===== src/deq_pkg.sv =====
// shared constants and types for the double-ended queue
// command and error codes, queue depth, cell control struct; no dependencies
`default_nettype none
package deq_pkg;

  localparam int DEPTH    = 16;
  localparam int CNT_W    = $clog2(DEPTH + 1);
  localparam int DATA_W   = 32;
  localparam int CMD_W    = 3;
  localparam int ERR_W    = 2;
  localparam int COUNT_W  = 5;
  localparam int OUT_W    = 3 * DATA_W + ERR_W + COUNT_W + 1;
  localparam int OUT_BYTES = (OUT_W + 7) / 8;
  localparam int OUT_TW   = OUT_BYTES * 8;

  localparam logic [CMD_W-1:0] CMD_PUSH_FRONT = 3'd0;
  localparam logic [CMD_W-1:0] CMD_PUSH_BACK  = 3'd1;
  localparam logic [CMD_W-1:0] CMD_POP_FRONT  = 3'd2;
  localparam logic [CMD_W-1:0] CMD_POP_BACK   = 3'd3;

  localparam logic [ERR_W-1:0] ERR_OK    = 2'd0;
  localparam logic [ERR_W-1:0] ERR_EMPTY = 2'd1;
  localparam logic [ERR_W-1:0] ERR_FULL  = 2'd2;

  // one-hot at most: what the chain does in this cycle
  typedef struct packed {
    logic push_front;
    logic push_back;
    logic pop_front;
    logic pop_back;
  } cell_op_t;

endpackage
`default_nettype wire


===== src/deq_cell.sv =====
// one storage cell of the deque chain: a data word and an occupied bit
// shifts with its neighbours on front operations; depends on deq_pkg
`default_nettype none
module deq_cell (
  input  wire logic                       clk,
  input  wire logic                       rst_n,
  input  wire deq_pkg::cell_op_t          op,
  input  wire logic [deq_pkg::DATA_W-1:0] push_value,
  input  wire logic [deq_pkg::DATA_W-1:0] left_data,
  input  wire logic                       left_valid,
  input  wire logic [deq_pkg::DATA_W-1:0] right_data,
  input  wire logic                       right_valid,
  output logic      [deq_pkg::DATA_W-1:0] data_o,
  output logic                            valid_o,
  output logic                            is_rear_o
);
  import deq_pkg::*;

  logic [DATA_W-1:0] data_r, data_nxt;
  logic              valid_r, valid_nxt;

  always_comb begin
    data_nxt  = data_r;
    valid_nxt = valid_r;
    priority if (op.push_front) begin
      data_nxt  = left_data;
      valid_nxt = left_valid;
    end else if (op.pop_front) begin
      data_nxt  = right_data;
      valid_nxt = right_valid;
    end else if (op.push_back && !valid_r && left_valid) begin
      // first free cell takes the beat
      data_nxt  = push_value;
      valid_nxt = 1'b1;
    end else if (op.pop_back && valid_r && !right_valid) begin
      valid_nxt = 1'b0;
    end
  end

  always_ff @(posedge clk) begin
    data_r <= data_nxt;
    if (!rst_n) begin
      valid_r <= 1'b0;
    end else begin
      valid_r <= valid_nxt;
    end
  end

  assign data_o    = data_r;
  assign valid_o   = valid_r;
  assign is_rear_o = valid_r & ~right_valid;

endmodule
`default_nettype wire


===== src/deq_ctrl.sv =====
// command decode, entry counter and result register of the deque
// drives the cell chain operation; depends on deq_pkg
`default_nettype none
module deq_ctrl (
  input  wire logic                        clk,
  input  wire logic                        rst_n,
  input  wire logic                        in_tvalid,
  output logic                             in_tready,
  input  wire logic [deq_pkg::CMD_W-1:0]   cmd,
  input  wire logic                        empty_i,
  input  wire logic                        full_i,
  input  wire logic [deq_pkg::DATA_W-1:0]  front_data,
  input  wire logic [deq_pkg::DATA_W-1:0]  rear_data,
  output deq_pkg::cell_op_t                op,
  output logic                             out_tvalid,
  input  wire logic                        out_tready,
  output logic      [deq_pkg::DATA_W-1:0]  popped_o,
  output logic      [deq_pkg::ERR_W-1:0]   error_o,
  output logic      [deq_pkg::CNT_W-1:0]   count_o
);
  import deq_pkg::*;

  logic              accept;
  logic              is_push_f, is_push_b, is_pop_f, is_pop_b;
  logic              out_valid_r, out_valid_nxt;
  logic [DATA_W-1:0] popped_r, popped_nxt;
  logic [ERR_W-1:0]  error_r, error_nxt;
  logic [CNT_W-1:0]  count_r, count_nxt;

  // a new beat enters only once the previous result has left
  assign in_tready = ~out_valid_r | out_tready;
  assign accept    = in_tvalid & in_tready;

  always_comb begin
    is_push_f = 1'b0;
    is_push_b = 1'b0;
    is_pop_f  = 1'b0;
    is_pop_b  = 1'b0;
    unique case (cmd)
      CMD_PUSH_FRONT: is_push_f = 1'b1;
      CMD_PUSH_BACK:  is_push_b = 1'b1;
      CMD_POP_FRONT:  is_pop_f  = 1'b1;
      CMD_POP_BACK:   is_pop_b  = 1'b1;
      default:        ; // status only
    endcase
  end

  always_comb begin
    op.push_front = accept & is_push_f & ~full_i;
    op.push_back  = accept & is_push_b & ~full_i;
    op.pop_front  = accept & is_pop_f  & ~empty_i;
    op.pop_back   = accept & is_pop_b  & ~empty_i;
  end

  always_comb begin
    count_nxt  = count_r;
    popped_nxt = popped_r;
    error_nxt  = error_r;
    if (accept) begin
      popped_nxt = '0;
      error_nxt  = ERR_OK;
      if ((is_push_f || is_push_b) && full_i) begin
        error_nxt = ERR_FULL;
      end else if ((is_pop_f || is_pop_b) && empty_i) begin
        error_nxt = ERR_EMPTY;
      end
      if (op.push_front || op.push_back) begin
        count_nxt = count_r + 1'b1;
      end else if (op.pop_front) begin
        count_nxt  = count_r - 1'b1;
        popped_nxt = front_data;
      end else if (op.pop_back) begin
        count_nxt  = count_r - 1'b1;
        popped_nxt = rear_data;
      end
    end
  end

  always_comb begin
    if (accept) begin
      out_valid_nxt = 1'b1;
    end else if (out_tready) begin
      out_valid_nxt = 1'b0;
    end else begin
      out_valid_nxt = out_valid_r;
    end
  end

  always_ff @(posedge clk) begin
    popped_r <= popped_nxt;
    error_r  <= error_nxt;
    if (!rst_n) begin
      out_valid_r <= 1'b0;
      count_r     <= '0;
    end else begin
      out_valid_r <= out_valid_nxt;
      count_r     <= count_nxt;
    end
  end

  assign out_tvalid = out_valid_r;
  assign popped_o   = popped_r;
  assign error_o    = error_r;
  assign count_o    = count_r;

`ifndef NO_ASSERTIONS
  a_empty_tracks_count: assert property (@(posedge clk) disable iff (!rst_n)
    empty_i == (count_r == '0))
    else $error("chain occupancy and counter disagree on empty");

  a_full_tracks_count: assert property (@(posedge clk) disable iff (!rst_n)
    full_i == (count_r == CNT_W'(DEPTH)))
    else $error("chain occupancy and counter disagree on full");

  a_push_counts: assert property (@(posedge clk) disable iff (!rst_n)
    (op.push_front || op.push_back) |=> count_r == $past(count_r) + 1'b1)
    else $error("push did not raise the count");

  a_stall_holds_state: assert property (@(posedge clk) disable iff (!rst_n)
    !in_tready |=> $stable(count_r) && $stable(error_r))
    else $error("state moved while the result was stalled");
`endif

endmodule
`default_nettype wire


===== src/double_ended_queue.sv =====
// deque top level: a chain of DEPTH cells packed from the front, plus control
// the result beat is registered and presented the cycle after its command beat
// throughput: one command per cycle while out_tready stays high
// front operations shift the whole chain; rear is the last occupied cell
// reset (rst_n low, synchronous): occupied bits, counter, result valid clear
// stored data words are not reset; depends on deq_pkg, deq_cell, deq_ctrl
`default_nettype none
module double_ended_queue (
  input  wire logic                         clk,
  input  wire logic                         rst_n,
  input  wire logic                         in_tvalid,
  output logic                              in_tready,
  input  wire logic [31:0]                  in_tdata,  // value[31:0]
  input  wire logic [2:0]                   in_tuser,  // cmd[2:0]
  output logic                              out_tvalid,
  input  wire logic                         out_tready,
  // popped_value[31:0], error[33:32], count[38:34], is_empty[39],
  // front_value[71:40], rear_value[103:72]
  output logic      [deq_pkg::OUT_TW-1:0]   out_tdata
);
  import deq_pkg::*;

  cell_op_t          op;
  logic [DATA_W-1:0] cell_data [DEPTH];
  logic [DEPTH-1:0]  cell_valid;
  logic [DEPTH-1:0]  cell_rear;
  logic [DATA_W-1:0] front_data, rear_data;
  logic [DATA_W-1:0] popped;
  logic [ERR_W-1:0]  error;
  logic [CNT_W-1:0]  count;
  logic [CNT_W+COUNT_W-1:0] count_ext;
  logic              empty;

  for (genvar i = 0; i < DEPTH; i++) begin : g_cell
    logic [DATA_W-1:0] l_data, r_data;
    logic              l_valid, r_valid;
    if (i == 0) begin : g_first
      assign l_data  = in_tdata;
      assign l_valid = 1'b1;
    end else begin : g_mid
      assign l_data  = cell_data[i-1];
      assign l_valid = cell_valid[i-1];
    end
    if (i == DEPTH - 1) begin : g_last
      assign r_data  = '0;
      assign r_valid = 1'b0;
    end else begin : g_inner
      assign r_data  = cell_data[i+1];
      assign r_valid = cell_valid[i+1];
    end
    deq_cell u_cell (
      .clk        (clk),
      .rst_n      (rst_n),
      .op         (op),
      .push_value (in_tdata),
      .left_data  (l_data),
      .left_valid (l_valid),
      .right_data (r_data),
      .right_valid(r_valid),
      .data_o     (cell_data[i]),
      .valid_o    (cell_valid[i]),
      .is_rear_o  (cell_rear[i])
    );
  end

  assign empty      = ~cell_valid[0];
  assign front_data = cell_valid[0] ? cell_data[0] : '0;

  // at most one cell flags itself as rear, so an or of gated words selects it
  always_comb begin
    rear_data = '0;
    for (int i = 0; i < DEPTH; i++) begin
      rear_data = rear_data | (cell_data[i] & {DATA_W{cell_rear[i]}});
    end
  end

  deq_ctrl u_ctrl (
    .clk       (clk),
    .rst_n     (rst_n),
    .in_tvalid (in_tvalid),
    .in_tready (in_tready),
    .cmd       (in_tuser),
    .empty_i   (empty),
    .full_i    (cell_valid[DEPTH-1]),
    .front_data(front_data),
    .rear_data (rear_data),
    .op        (op),
    .out_tvalid(out_tvalid),
    .out_tready(out_tready),
    .popped_o  (popped),
    .error_o   (error),
    .count_o   (count)
  );

  assign count_ext = {{COUNT_W{1'b0}}, count};

  assign out_tdata = {{(OUT_TW - OUT_W){1'b0}}, rear_data, front_data, empty,
                      count_ext[COUNT_W-1:0], error, popped};

endmodule
`default_nettype wire


===== config.mk =====
export PLATFORM = sky130hd
export DESIGN_NAME = double_ended_queue
export DESIGN_NICKNAME = d
export VERILOG_FILES = /design/src/deq_pkg.sv /design/src/deq_cell.sv /design/src/deq_ctrl.sv /design/src/double_ended_queue.sv
export SDC_FILE = /design/constraint.sdc
export NUM_CORES = 1
export LEC_CHECK = 0
export BUFFER_PORTS_ARGS = -buffer_cell sky130_fd_sc_hd__buf_2
export CORE_MARGIN = 2
export CORE_UTILIZATION = 30
export DETAILED_ROUTE_END_ITERATION = 6
export SYNTH_ARGS = -nofsm -noshare
export SYNTH_HDL_FRONTEND = slang
export SYNTH_SLANG_ARGS = --single-unit

===== constraint.sdc =====
create_clock -name clk -period 10.78 [get_ports clk]
set_input_delay 0 -clock clk [delete_from_list [all_inputs] [get_ports clk]]
set_output_delay 0 -clock clk [all_outputs]
set_load 0.05 [all_outputs]

== Word-level counts from Yosys, hierarchy flattened ==
Index checks and enable logic that the tools add are counted.

* RAM bits: 0
* Bits in latches: 0
* Bits in read-only memories: 0
* Bits of input ports: 39
* Flip-flop bits (word level): 568
* Memories: 0

* Shift operators: 0
* Order comparisons: 0
* Equal/unequal tests: 3
* Add/sub/neg operators: 2
* Div/mod/pow operators: 0
* Multipliers: 0
* Bitwise operators: 73
* Multiplexer cells: 125
* Reductions and logical operators: 119

{| class="wikitable"
|+ Operators by type and width
! cell !! count
|-
| 32-bit 2-to-1 mux || 51
|-
| 32-bit bitwise AND || 16
|-
| 32-bit bitwise OR || 15
|-
| 1-bit 2-to-1 mux || 71
|-
| 1-bit logical AND || 64
|-
| 4-bit nonzero test || 16
|-
| 3-bit nonzero test || 17
|-
| 1-bit bitwise AND || 24
|-
| 1-bit NOT || 17
|-
| 1-bit zero test || 16
|-
| 5-bit 2-to-1 mux || 3
|-
| 3-bit by 2-bit equality test with 1-bit output, second input constant || 2
|-
| 5-bit by 1-bit adder with 5-bit output, second input constant || 1
|-
| 5-bit by 1-bit subtractor with 5-bit output, second input constant || 1
|-
| 3-bit by 1-bit equality test with 1-bit output, second input constant || 1
|-
| 3-bit zero test || 1
|-
| 1-bit logical OR || 3
|-
| 2-bit AND reduction || 1
|-
| 2-bit nonzero test || 1
|-
| 1-bit bitwise OR || 1
|}

== Longest topological paths before layout ==
Gate-level depths: netlist of the first run.

* Depth in word-level cells: 20
* Gate-level depth with buffers: 10
* Depth with buffers taken out: 9

== Modules after synthesis ==
Synthesis of the first run repeated with hierarchy kept, for this count alone.

* Cell total of the unflattened synthesis: 2926
* Area, all modules: 32904.1 sq um

{| class="wikitable"
|+ By module, submodules not included
! module !! area each (sq um) !! cells an instance !! sequential area each (sq um) !! times used
|-
| deq_cell || 1745.4 || 150 || 980.9 || 16
|-
| double_ended_queue || 3056.7 || 375 || 0.0 || 1
|-
| deq_ctrl || 1920.6 || 151 || 1141.1 || 1
|}

== Worst setup path after synthesis of the first run ==
Ideal clock, no wire load.

* Kind: reg2reg
* Start: register u_ctrl.out_valid_r, in the netlist u_ctrl.out_tvalid
* End: register g_cell[11].u_cell.data_r[0] (enable)
* Setup time: 0.432 ns
* Stages on the path, launching flop included: 8
* Setup slack: 6.971 ns
* Period minus slack after synthesis: 3.809 ns
* Arrival: 3.377 ns
* Cell sequence: dfxtp_1 > nor2b_4 > or3_1 > buf_6 > or2_2 > clkbuf_1 > clkbuf_1 > a21oi_1

* Word-level cells in the longest chain between the ends: 8

{| class="wikitable"
|+ RTL lines
! element !! RTL line !! RTL
|-
| from (decl) || deq_ctrl.sv:25 || <nowiki>logic out_valid_r, out_valid_nxt;</nowiki>
|-
| from (signal assigned) || deq_ctrl.sv:96 || <nowiki>out_valid_r <= out_valid_nxt;</nowiki>
|-
| 1-bit NOT (*) || deq_ctrl.sv:31 || <nowiki>assign in_tready = ~out_valid_r | out_tready;</nowiki>
|-
| 1-bit bitwise OR (*) || deq_ctrl.sv:31 ||
|-
| 1-bit bitwise AND (*) || deq_ctrl.sv:32 || <nowiki>assign accept = in_tvalid & in_tready;</nowiki>
|-
| 1-bit bitwise AND (2 in series) || deq_ctrl.sv:50 || <nowiki>op.push_back = accept & is_push_b & ~full_i;</nowiki>
|-
| 1-bit logical AND (2 in series) || deq_cell.sv:31 || <nowiki>end else if (op.push_back && !valid_r && left_valid) begin</nowiki>
|-
| 3-bit nonzero test (no line) (*) || - ||
|-
| to (signal assigned) || deq_cell.sv:41 || <nowiki>data_r <= data_nxt;</nowiki>
|-
| to (decl) || deq_cell.sv:19 || <nowiki>logic [DATA_W-1:0] data_r, data_nxt;</nowiki>
|}

Mark *: on every way between the ends. The rest lies on a longest branch, timed or not.
A chain may end at the register's enable or synchronous reset.

== Worst setup path after layout of the first run ==
* Start: register g_cell[15].u_cell.valid_r
* End: register g_cell[6].u_cell.data_r[19] (data pin)

* Word-level cells in the longest chain between the ends: 3

{| class="wikitable"
|+ RTL lines
! element !! RTL line !! RTL
|-
| from (decl) || deq_cell.sv:20 || <nowiki>logic valid_r, valid_nxt;</nowiki>
|-
| from (signal assigned) || deq_cell.sv:45 || <nowiki>valid_r <= valid_nxt;</nowiki>
|-
| 1-bit NOT || deq_ctrl.sv:49 || <nowiki>op.push_front = accept & is_push_f & ~full_i;</nowiki>
|-
| 1-bit bitwise AND || deq_ctrl.sv:49 ||
|-
| 32-bit 2-to-1 mux || deq_cell.sv:25 || <nowiki>priority if (op.push_front) begin</nowiki>
|-
| named net g_cell[6].u_cell.data_nxt[19] || deq_cell.sv:19 ||
|-
| to (signal assigned) || deq_cell.sv:41 ||
|-
| to (decl) || deq_cell.sv:19 ||
|}

The timed path passes the listed nets, and every way through them passes these cells.

==> impl_metrics.yaml, run 1 <==
power_and_ir_drop:
  total_switching_power_mw: 1.34
  sw_frac_of_total_pct: 25.5
  intPower_mw: 3.90
  leakage_nw: 10.7
  clock_power_share_pct: 41.4
  ir_worst_vdd_uv: 109
  p_seq_share_pct: 48.5
  power_per_cell_area_mw_per_mm2: 165
  pwr-share-comb_pct: 10.1
sta:
  period_share_pct: 54.6
  worstMarginPinSlew_ps: 1270
  slew-limit-headroom_pct: 15.5
  setup_tns_ps: 0
  timing.final.hold_violations: 0
  timing.final.crit_period_ps: 5890
  clock.fmax_mhz: 170
  finalSetupViolations: 0
  timing_max_transition_violations_final: 0
  grt_setup_unrepaired: "no"
  worst_clock_skew_ps: 17.5
logic_synthesis:
  post-synth-top-count-cell: "sky130_fd_sc_hd__edfxtp_1"
  number_of_library_cell_types_mapped_by_synthesis: 49
  ys_seq_elements: 568
  synth_common_cells: "sky130_fd_sc_hd__edfxtp_1, sky130_fd_sc_hd__a221o_1, sky130_fd_sc_hd__clkbuf_1, sky130_fd_sc_hd__a22oi_1, sky130_fd_sc_hd__a22o_1"
  mapped_cell_area_mm2: 0.0276
  postSynthCellCount: 1953
  synth_area_leader_cell: "sky130_fd_sc_hd__edfxtp_1"
  share_of_synthesized_registers_carrying_an_async_set_or_reset_pct: 0
  synth_edf_count: 546
  synth_top_area_share_pct: 59.4
  syn_nets: 1996
  yosysSeqAreaShare_pct: 61.0
  ys_dominant_reg_cell: "sky130_fd_sc_hd__edfxtp_1"
  yosys-top-cells-area: "sky130_fd_sc_hd__edfxtp_1, sky130_fd_sc_hd__a221o_1, sky130_fd_sc_hd__a22o_1"
  synth-warning-count: 0
  syn_area_per_cell_um2: 14.1
setup_path:
  cp_slowest_cell: "sky130_fd_sc_hd__buf_4"
  worst-path-buf-inv: 5
  timing_worst_setup_path_type: "flip-flop to flip-flop"
  worst_ep_arrival_ps: 6370
  end_kind: "flip-flop"
  crit_path_start: "g_cell[15].u_cell.valid_o$_SDFFE_PN0P_"
  critPathMaxStageDelay_ps: 1060
  worstPathMaxFanout: 258
  crit_cells: 9
  worst_r2r_path_cells: 9
  cp.required_ps: 11270
  worst_setup_path_endpoint: "g_cell[6].u_cell.data_o[19]$_DFFE_PP_"
  cp_common_cell: "sky130_fd_sc_hd__buf_4"
  timing.reg2reg.setup_slack_ps: 4890
  setup.worst_path.start_class: "flip-flop"
  r2r_end: "g_cell[6].u_cell.data_o[19]$_DFFE_PP_"
  worst_path_dominant_cell_family: "buffers and inverters"
  crit_chain: "buf_4, nor2_1, nor4b_4, inv_1, nor2_4, buf_12, buf_4, buf_4, a221o_1"
  rr_startpoint: "g_cell[15].u_cell.valid_o$_SDFFE_PN0P_"
layout:
  finish.utilization_pct: 34.7
  diodes: 0
  num-fill-cells: 8739
  stdcell_count: 3243
  drive_gt1_share_pct: 18.9
  multiInputGateArea_mm2: 0.00987
  final_area_mm2: 0.0317
  area.growth.synth_to_final_pct: 14.9
  layout.area.seq_mm2: 0.0168
  final_nets: 2053
detailed_routing:
  drtIter0Drc: 3076
  routed_wirelength_um: 95700
  average_wire_per_standard_cell_um: 29.5
  vias: 21063
  remaining_drc_errors: 0
  vias_per_cell: 6.49
  detail-route-antenna-nets: 0
  drt_pass1_iterations: 7
clocking:
  clock_sink_count: 568
  holdBufCountCts: 38
  tritoncts.num_buffers: 59
  clockRootBuffer: "sky130_fd_sc_hd__clkbuf_16"
  post_cts.resized_instances: 0
  clk-insertion-delay-late_ps: 650
  cts_max_path_buffers: 3
  cts.repair_timing.setup_buffer_count: 0
  clkTransAtPathRegs_ps: 60
  tritoncts: "yes"
  h-tree-depth: 2
global_routing:
  antenna_found_initial: 4
  first_global_vias: 20014
  grt_overflow_total: 0
  largest_net_degree_at_the_start_of_global_routing: 259
  grt_first_pass_wirelength_um: 139000
  gr-usage-all-layers_pct: 19.5
placement:
  port_buffers: 144
  place_hpwl_um: 50300
  detailed_place.area_mm2: 0.0293
  gp_congestion: 0.796
  numPlacedInstances: 3097
hold_path:
  worst_hold_path_type: "input port to flip-flop"
run_status:
  status: "finished, final reports clean"
floorplan:
  start_util_pct: 30.2
  die_span_x_um: 307
  floorplan.die.height_um: 307
  rows: 111
  coreArea_mm2: 0.0914
  floorplan.die_area_mm2: 0.0945
  io_pins: 145
job:
  cap_viol_max_count: 0
==> tightest hold or removal path: stages <==
cell and delay, ps:
sky130_fd_sc_hd__buf_2 110, sky130_fd_sc_hd__nor2b_4 200, sky130_fd_sc_hd__nor2_4 150
==> per-stage QoR <==
stage          power, mW  setup slack, ps  hold WS [ps]
2_1_floorplan       2.94             6970           142
3_3_place_gp        3.09             5300           318
3_5_place_dp        3.10             5090           321
4_1_cts             5.27             5060          28.9
5_1_grt             5.39             4580          47.1
6_report            5.24             4890          42.8
==> logic make-up (layout without fill, tap and decap cells) <==
group                      Yosys count  in the layout  synth area share, %
xor gates and xnor gates             3              3               0.0951
buffers and inverters              242            346                 4.41
DFF                                568            568                 61.0
and+or+nand+nor                    269            269                 5.97
muxes                               34             34                 1.38
adders and majority gates            4              4                0.208
AOI/OAI and AO/OA                  833            833                 27.0
==> flip-flops by register name, indices dropped and copies added (netlist names) <==
name,flops
u_ctrl.count_o,5
u_ctrl.out_tvalid,1
u_ctrl.error_o,2
u_ctrl.popped_o,32
g_cell.u_cell.data_o,512
g_cell.u_cell.valid_o,16
==> power groups by stage <==
stage	Sequential [mW]	Combinational, mW	Clock, mW
floorplan	2.60	0.344	0
global placement	2.58	0.502	0
detailed placement	2.58	0.512	0
CTS	2.54	0.527	2.21
global route	2.54	0.560	2.29
finish	2.54	0.528	2.17
==> cell type report <==
cell class              count  area share [%]
repair buffers            229            4.71
multi-input cells        1143            31.1
flip-flops and latches    568            53.1
inverters                   9           0.106
clock buffers              68            4.76
well taps                1186            4.68
clock inverters            40            1.60
==> placed cells by master, fill, tap and decap left out, types with 10 or more instances in the layout <==
cell	Yosys	routed
sky130_fd_sc_hd__a21o_1	36	35
sky130_fd_sc_hd__nand2_1	40	40
sky130_fd_sc_hd__nor2_1	75	73
sky130_fd_sc_hd__a221o_1	448	448
sky130_fd_sc_hd__edfxtp_1	546	546
sky130_fd_sc_hd__mux2_2	32	32
sky130_fd_sc_hd__a221oi_1	80	80
sky130_fd_sc_hd__a21oi_4	0	13
sky130_fd_sc_hd__clkbuf_16	0	59
sky130_fd_sc_hd__dfxtp_1	22	20
sky130_fd_sc_hd__dlygate4sd3_1	0	38
sky130_fd_sc_hd__nor2b_4	29	44
sky130_fd_sc_hd__nand4_1	25	25
sky130_fd_sc_hd__buf_4	2	45
sky130_fd_sc_hd__buf_2	29	143
sky130_fd_sc_hd__o21ai_0	23	23
sky130_fd_sc_hd__a22o_1	82	82
sky130_fd_sc_hd__and4_1	10	10
sky130_fd_sc_hd__o21a_1	25	25
sky130_fd_sc_hd__a22oi_1	95	95
sky130_fd_sc_hd__nor3_1	13	13
sky130_fd_sc_hd__and2_1	33	33
sky130_fd_sc_hd__a21oi_1	24	11
==> worst min-delay path by stage <==
stage / from / end / cells past startpoint
floorplan: rst_n / g_cell[10].u_cell.valid_o$_SDFFE_PN0P_ / 2
global placement: in_tdata[1] / g_cell[0].u_cell.data_o[1]$_DFFE_PP_ / 2
detailed placement: in_tdata[18] / g_cell[0].u_cell.data_o[18]$_DFFE_PP_ / 2
CTS: in_tuser[0] / g_cell[14].u_cell.valid_o$_SDFFE_PN0P_ / 4
global route: out_tready / u_ctrl.error_o[1]$_SDFFCE_PP1P_ / 3
finish: out_tready / u_ctrl.error_o[1]$_SDFFCE_PP1P_ / 3
==> metal layers <==
layer / global-route usage [%] / routed length, um
met2: 29.9 / 42600
met4: 6.56 / 3270
met5: 0 / 25
met3: 4.19 / 10900
met1: 27.3 / 38900
(Power assumes the default switching activity.)
==> inputs of run 2 (changes only) <==
- clock period: 10.78 -> 5 ns (I/O delays scaled with it)
==> impl_metrics.yaml, run 2 (synthesis gave the netlist of run 1 again) <==
clocking:
  clkTransAtPathRegs_ps: 70
  tritoncts: "yes"
  clock_sink_count: 568
  h-tree-depth: 2
  cts_max_path_buffers: 3
  holdBufCountCts: 39
  clk-insertion-delay-late_ps: 640
  clockRootBuffer: "sky130_fd_sc_hd__clkbuf_16"
  tritoncts.num_buffers: 58
  cts.repair_timing.setup_buffer_count: 0
  post_cts.resized_instances: 0
global_routing:
  antenna_found_initial: 8
  grt_overflow_total: 0
  grt_first_pass_wirelength_um: 139000
  gr-usage-all-layers_pct: 19.6
  first_global_vias: 19967
  largest_net_degree_at_the_start_of_global_routing: 137
placement:
  detailed_place.area_mm2: 0.0296
  place_hpwl_um: 54600
  port_buffers: 144
  gp_congestion: 0.862
layout:
  final_common_cell: "sky130_fd_sc_hd__edfxtp_1"
  largest_register_ffs: 512
  multiInputGateArea_mm2: 0.00987
  num-fill-cells: 8773
  final_area_mm2: 0.0319
  drive_gt1_share_pct: 19.0
  diodes: 0
  finish.utilization_pct: 34.9
  final_nets: 2068
  commonest_cells_after_routing_fill_and_taps_aside: "sky130_fd_sc_hd__edfxtp_1, sky130_fd_sc_hd__a221o_1, sky130_fd_sc_hd__buf_2"
  layout.area.seq_mm2: 0.0168
  area.growth.synth_to_final_pct: 15.4
setup_path:
  crit_path_start: "g_cell[15].u_cell.valid_o$_SDFFE_PN0P_"
  worst_r2r_path_cells: 7
  timing_worst_setup_path_type: "flip-flop to output port"
  rr_startpoint: "g_cell[0].u_cell.valid_o$_SDFFE_PN0P_"
  worst_ep_arrival_ps: 3580
  worstPathMaxFanout: 35
  end_kind: "output port"
  cp.required_ps: 5000
  timing.reg2reg.setup_slack_ps: 1430
  worst_setup_path_endpoint: "out_tdata[89]"
  setup.worst_path.start_class: "flip-flop"
  r2r_end: "g_cell[0].u_cell.data_o[2]$_DFFE_PP_"
detailed_routing:
  vias_per_cell: 6.47
  vias: 21096
  drt_pass1_iterations: 7
  detail-route-antenna-nets: 0
  average_wire_per_standard_cell_um: 29.8
  drtIter0Drc: 3822
  routed_wirelength_um: 97200
  remaining_drc_errors: 2
power_and_ir_drop:
  leakage_nw: 10.8
  ir_worst_vdd_uv: 222
  power_per_cell_area_mw_per_mm2: 349
  post-layout-total-power_mw: 11.1
sta:
  grt_setup_unrepaired: "no"
  setup_tns_ps: 0
  worstMarginPinSlew_ps: 1240
  timing.final.hold_violations: 0
  finalSetupViolations: 0
  clock.fmax_mhz: 280
  worst_clock_skew_ps: 21.4
  slew-limit-headroom_pct: 17.0
  period_share_pct: 71.6
  timing_max_transition_violations_final: 0
  timing.final.crit_period_ps: 3580
floorplan:
  coreArea_mm2: 0.0914
  floorplan.die.height_um: 307
  floorplan.die_area_mm2: 0.0945
  start_util_pct: 30.2
  rows: 111
  io_pins: 145
  die_span_x_um: 307
job:
  cap_viol_max_count: 0
hold_path:
  worst_hold_path_type: "input port to flip-flop"
run_status:
  status: "finished with violations"
  failed_checks: "design-rule violations"
## run 2: layout make-up
| type | instances | share of cell area, % |
|---|---|---|
| Sequential cell | 568 | 52.8 |
| Multi-Input combinational cell | 1143 | 31.0 |
| Timing Repair Buffer | 245 | 5.46 |
| Clock buffer | 70 | 4.76 |
| Tap cell | 1186 | 4.65 |
| Clock inverter | 38 | 1.24 |
| Inverter | 9 | 0.106 |
## run 2: how the worst min path moves through the flow
| stage | from | to | depth (start not counted) |
|---|---|---|---|
| global route | out_tready | u_ctrl.error_o[1]$_SDFFCE_PP1P_ | 3 |
| CTS | out_tready | u_ctrl.error_o[1]$_SDFFCE_PP1P_ | 3 |
| floorplan | rst_n | g_cell[10].u_cell.valid_o$_SDFFE_PN0P_ | 2 |
| global placement | in_tdata[28] | g_cell[0].u_cell.data_o[28]$_DFFE_PP_ | 2 |
| detailed placement | in_tdata[18] | g_cell[0].u_cell.data_o[18]$_DFFE_PP_ | 2 |
| finish | out_tready | u_ctrl.error_o[1]$_SDFFCE_PP1P_ | 3 |
## run 2: critical path: stages (launching register included)
cell	delay [ps]
sky130_fd_sc_hd__dfxtp_2	340
sky130_fd_sc_hd__buf_4	370
sky130_fd_sc_hd__nor2b_4	740
sky130_fd_sc_hd__buf_4	520
sky130_fd_sc_hd__a22oi_1	110
sky130_fd_sc_hd__and4_1	240
sky130_fd_sc_hd__nand3_1	270
sky130_fd_sc_hd__buf_2	340
## run 2: layer usage
metal / track usage (%) / share of wire, % / vias to the layer above
li1: - / - / 8606
met2: 28.9 / 43 / 1605
met5: 0 / 0.098 / -
met1: 28.0 / 40 / 10587
met3: 4.42 / 12 / 284
met4: 7.78 / 4.1 / 14
## run 2: power breakdown
part,total [mW],switching (mW),internal (mW)
Combinational,1.16,0.770,0.387
Clock,4.51,1.98,2.53
Sequential,5.47,0.0977,5.38
Total,11.1,2.84,8.29
## run 2: stage by stage
step / instances / setup WS [ps] / hold slack (ps)
after floorplan: 1953 / 1190 / 142
final: 3259 / 1420 / 67.0
after CTS: 3259 / 1440 / 68.1
after global routing: 3259 / 1310 / 102
after detailed placement: 3112 / 1460 / 326
after global placement: 3112 / 1470 / 320
